**src/hdl/ist_ram.sv**
```systemverilog
`timescale 1ns / 1ps
// ----------------------------------------------------------------------------
// ist_ram
// Generic single-port RAM with registered read data.
// ----------------------------------------------------------------------------
module ist_ram #(
    parameter int WIDTH = 8,
    parameter int DEPTH = 16
) (
    input  logic                     aclk,
    input  logic                     we,
    input  logic [$clog2(DEPTH)-1:0] addr,
    input  logic [WIDTH-1:0]         wdata,
    output logic [WIDTH-1:0]         rdata
);

    logic [WIDTH-1:0] mem [DEPTH];

    always_ff @(posedge aclk) begin
        if (we) begin
            mem[addr] <= wdata;
        end
        rdata <= mem[addr];
    end

endmodule

```
**config.mk**
```make
export PLATFORM = sky130hd
export DESIGN_NAME = ist_ram
export DESIGN_NICKNAME = d
export VERILOG_FILES = /design/src/hdl/ist_ram.sv
export SDC_FILE = /design/constraint.sdc
export NUM_CORES = 1
export LEC_CHECK = 0
export BUFFER_PORTS_ARGS = -buffer_cell sky130_fd_sc_hd__buf_2
export CAP_MARGIN = 20
export CORE_MARGIN = 1.5
export CORE_UTILIZATION = 60
export CTS_CLUSTER_SIZE = 30
export DETAILED_ROUTE_END_ITERATION = 6
export GPL_TIMING_DRIVEN = 1
export HOLD_SLACK_MARGIN = 0.15
export PLACE_DENSITY = 0.89
export SLEW_MARGIN = 20
export SYNTH_ARGS = -nofsm -noshare
export SYNTH_HDL_FRONTEND = slang
export SYNTH_SLANG_ARGS = --single-unit
```
**constraint.sdc**
```tcl
create_clock -name aclk -period 2.5 [get_ports aclk]
set_input_delay 0.5 -clock aclk [delete_from_list [all_inputs] [get_ports aclk]]
set_output_delay 0.5 -clock aclk [all_outputs]
set_load 0.02 [all_outputs]
```
== Word level (Yosys, flattened, before mapping) ==
Memories as Yosys holds them, arrays and structs flattened. A register that Yosys moved wholly into a read port is not among the register bits.
Index checks and enable logic that the tools add are counted.
Cells by class
  multiplexer cells: 2
Operator list (count)
  two-way mux 1 bit: 2
Storage, ports and cells
  word-level logic and storage cells: 3
  register bits after elaboration: 0
  output and inout port bits: 8
  memories: 1
  bits in writable memories: 128
Memories
  mem: words 16, bits a word 8, read ports 1, clocked after Yosys merged registers in 1, write ports 1, line 17  | logic [WIDTH-1:0] mem [DEPTH];

== Depth between registers and ports, before layout ==
  depth in word-level cells: 2
  gate-level depth with buffers: 5

== Least setup slack after synthesis ==
No wires, ideal clock.
  kind: in2reg
  start point: input port addr[2]
  end point: memory mem[0][0] (enable)
  setup slack: 507 ps
  buffers on the path: 0
  setup time: 383 ps
  cell stages on the path: 2
  arrival time: 1610 ps
  path through: or3b_2 nor3_1
RTL lines
  from (decl): line 12  | input logic [$clog2(DEPTH)-1:0] addr,
  to (decl): line 17
Straight into the memory's write port.

==> impl_metrics.ini <==
[outcome]
outcome = complete, no violations

[synthesis]
synth_xor_area_share_pct = 0
synth-simple-area-share_pct = 3.21
synth_top_area_share_pct = 75.9
synth_ff_type = edfxtp_1
syn-num-nets = 244
synthesis.instances = 230
synth_fa_ha_area_share_pct = 0
synth_top_family_by_area = multiplexers
synth_edf_count = 128
yosysWarnings = 0
synth-compound-area-share_pct = 2.37
synth.area.mux_share_pct = 14.2
syn_area_um2 = 5070
synth_most_common_cell = edfxtp_1
async_flop_share_pct = 0
ys_top_cells_by_area = edfxtp_1 (76%), mux4_2 (14%), dfxtp_1 (3.2%)
synthTopCellsByCount = edfxtp_1 (128), mux4_2 (32), a22oi_1 (16)
yosysTopAreaCell = edfxtp_1
seq_area_frac_synth_pct = 79.0
syn_avg_cell_area_um2 = 22.0
synth.ff_latch_count = 136
ys_types = 18

[run]
drv_cap = 0

[clocking]
clockRootBuffer = clkbuf_8
cts.sinks = 136
hold_buffers = 0
cts_resized = 0
cts_setup_buffers = 0
tritoncts = built
numCtsBuffers = 17
clock_latency_ns = 0.52
cts.clk_slew.worst_paths_ns = 0.06
htreeDepth = 4
cts_buffer_depth = 2

[pwr]
ir_drop_v = 0.000498
p_seq_share_pct = 47.4
sw_frac_of_total_pct = 19.4
internal_power_mw = 4.36
total_power_mw = 5.41
p_leak_nw = 2.01
combPwrFrac_pct = 4.7
clkPwrFrac_pct = 47.9
p_per_area_nw_per_um2 = 899
p_sw_mw = 1.05

[worst_setup_path]
r2r-start = mem[11][1]
path_cells = buf_2, buf_4, mux4_2, a22oi_1, nand2_1
cp-startpoint = addr[0]
critPathLaunchType = primary input
max_stage_delay_ns = 0.54
path_delay_family = buffers and inverters
arrival_ns = 2.01
crit_path_end_kind = flop
crit_fanout = 13
timing.critical_path.buf_inv = 2
crit_required_ns = 2.90
setup.worst_path.class = primary input to flop
critPathSlowestCell = mux4_2

[global_route]
grt_overflow = 0
grt_pass1_wl_um = 14900
grt_pass1_vias = 2564
grt_use_met1_pct = 31.7
antenna_found_initial = 0
grt_start_max_net_pins = 39
globalRouteMet3Util_pct = 5.96
use_met2_pct = 38.9
track_usage_pct = 24.4
top_usage_layer = met2

[routing]
drtIter0Drc = 268
drtAntennaViolNets = 0
dr.pass1.iters = 5
routedWlPerCell_um = 24.1
vias_per_cell = 6.16
vias = 2426
drc = 0
routed_wl_um = 9490

[final_layout]
seq_area_um2 = 4000
instances_no_fill = 394
post-route-util_pct = 73.2
n_antenna_cell = 0
area_growth_pct = 18.8
nNetsFinal = 290
multi_input_area_um2 = 1000
drive_above_1_share_pct = 34.3
fill_cells = 447

[timing]
max_freq_mhz = 619
finalSetupViolations = 0
maxSlewViolCount = 0
hold_viol_final = 0
fin_tns_setup_ns = 0
period_needed_ns = 1.62
tightest_slew_ns = 0.840
layout_setup_ws_ns = 0.885
clock_skew_ns = 0.00475
slew_headroom_pct = 43.8
rsz0062_at_grt = false
min_period_over_period_pct = 64.6

[floorplanning]
core-area_um2 = 8220
start_util_pct = 61.7
dieArea_um2 = 9010
rows = 33
ios = 22
die_w_um = 94.9
die_h_um = 94.9

[placement]
io_buffers = 21
place_ws_ns = 0.350
dp_hpwl_um = 6080
gp_congestion = 0.769
place_inst = 362

[worst_hold_path]
hp-class = primary input to flop
worstHoldStart = wdata[3]
[placed cells by master (no fill, tap or decap), drive strengths merged]
cell,n
dfxtp,8
edfxtp,128
clkbuf,18
nand2,9
bufinv,5
nand3b,2
nand2b,2
mux4,32
and2,1
buf,38
nor2,13
clkinv,6
or3b,1
clkinvlp,2
nand3,1
a22oi,16
inv,1
nor2b,2
nor3,4
[flip-flops by register name (all words and copies together), names as in the netlist]
register,cells
mem,128
rdata,8
[cells by family after synthesis]
family	Yosys count
AO/OA/AOI/OAI	16
buffers and inverters	11
flip-flops	136
multiplexers	32
AND/OR/NAND/NOR	35
[stage by stage]
stage	hold WS, ns	area [um2]
after CTS	0.348	6020
final	0.360	6020
after detailed placement	0.679	5400
after global placement	0.657	5400
after global routing	0.369	6020
after floorplan	0.599	5070
[worst register-to-register path, cell delays in order, from the launching register on]
cell	delay, ns
edfxtp_1	0.36
mux4_2	0.47
a22oi_1	0.30
nand2_1	0.10
[layout make-up]
class                      count  area share (%)
clock buffer                  18            6.94
clock inverter                14            3.39
multi-input combinational     83            16.7
sequential                   136            66.5
tap                          105            2.18
timing repair buffer          38            4.28
[worst paths after layout]
| kind | to | slack, ns | cells past startpoint |
|---|---|---|---|
| worst max-delay path | rdata[7] | 0.88 | 5 |
| worst min-delay path | mem[7][3] | 0.36 | 1 |
| worst max register to register | rdata[1] | 1.16 | 3 |
| worst min register to register | rdata[0] | 0.69 | 3 |
[per-layer routing]
metal	share of wire, %	vias to the layer above
li1	-	1054
met1	37	1244
met2	53	111
met3	7.3	17
met4	2.5	0
met5	0	-
[power groups by stage]
stage / Combinational, mW / Clock (mW) / Sequential, mW
after global placement: 0.241 / 0 / 2.61
final: 0.252 / 2.59 / 2.57
after global routing: 0.273 / 2.71 / 2.57
after detailed placement: 0.252 / 0 / 2.61
after floorplan: 0.131 / 0 / 2.63
after CTS: 0.255 / 2.62 / 2.57
Power figures use the tool's default switching activity.
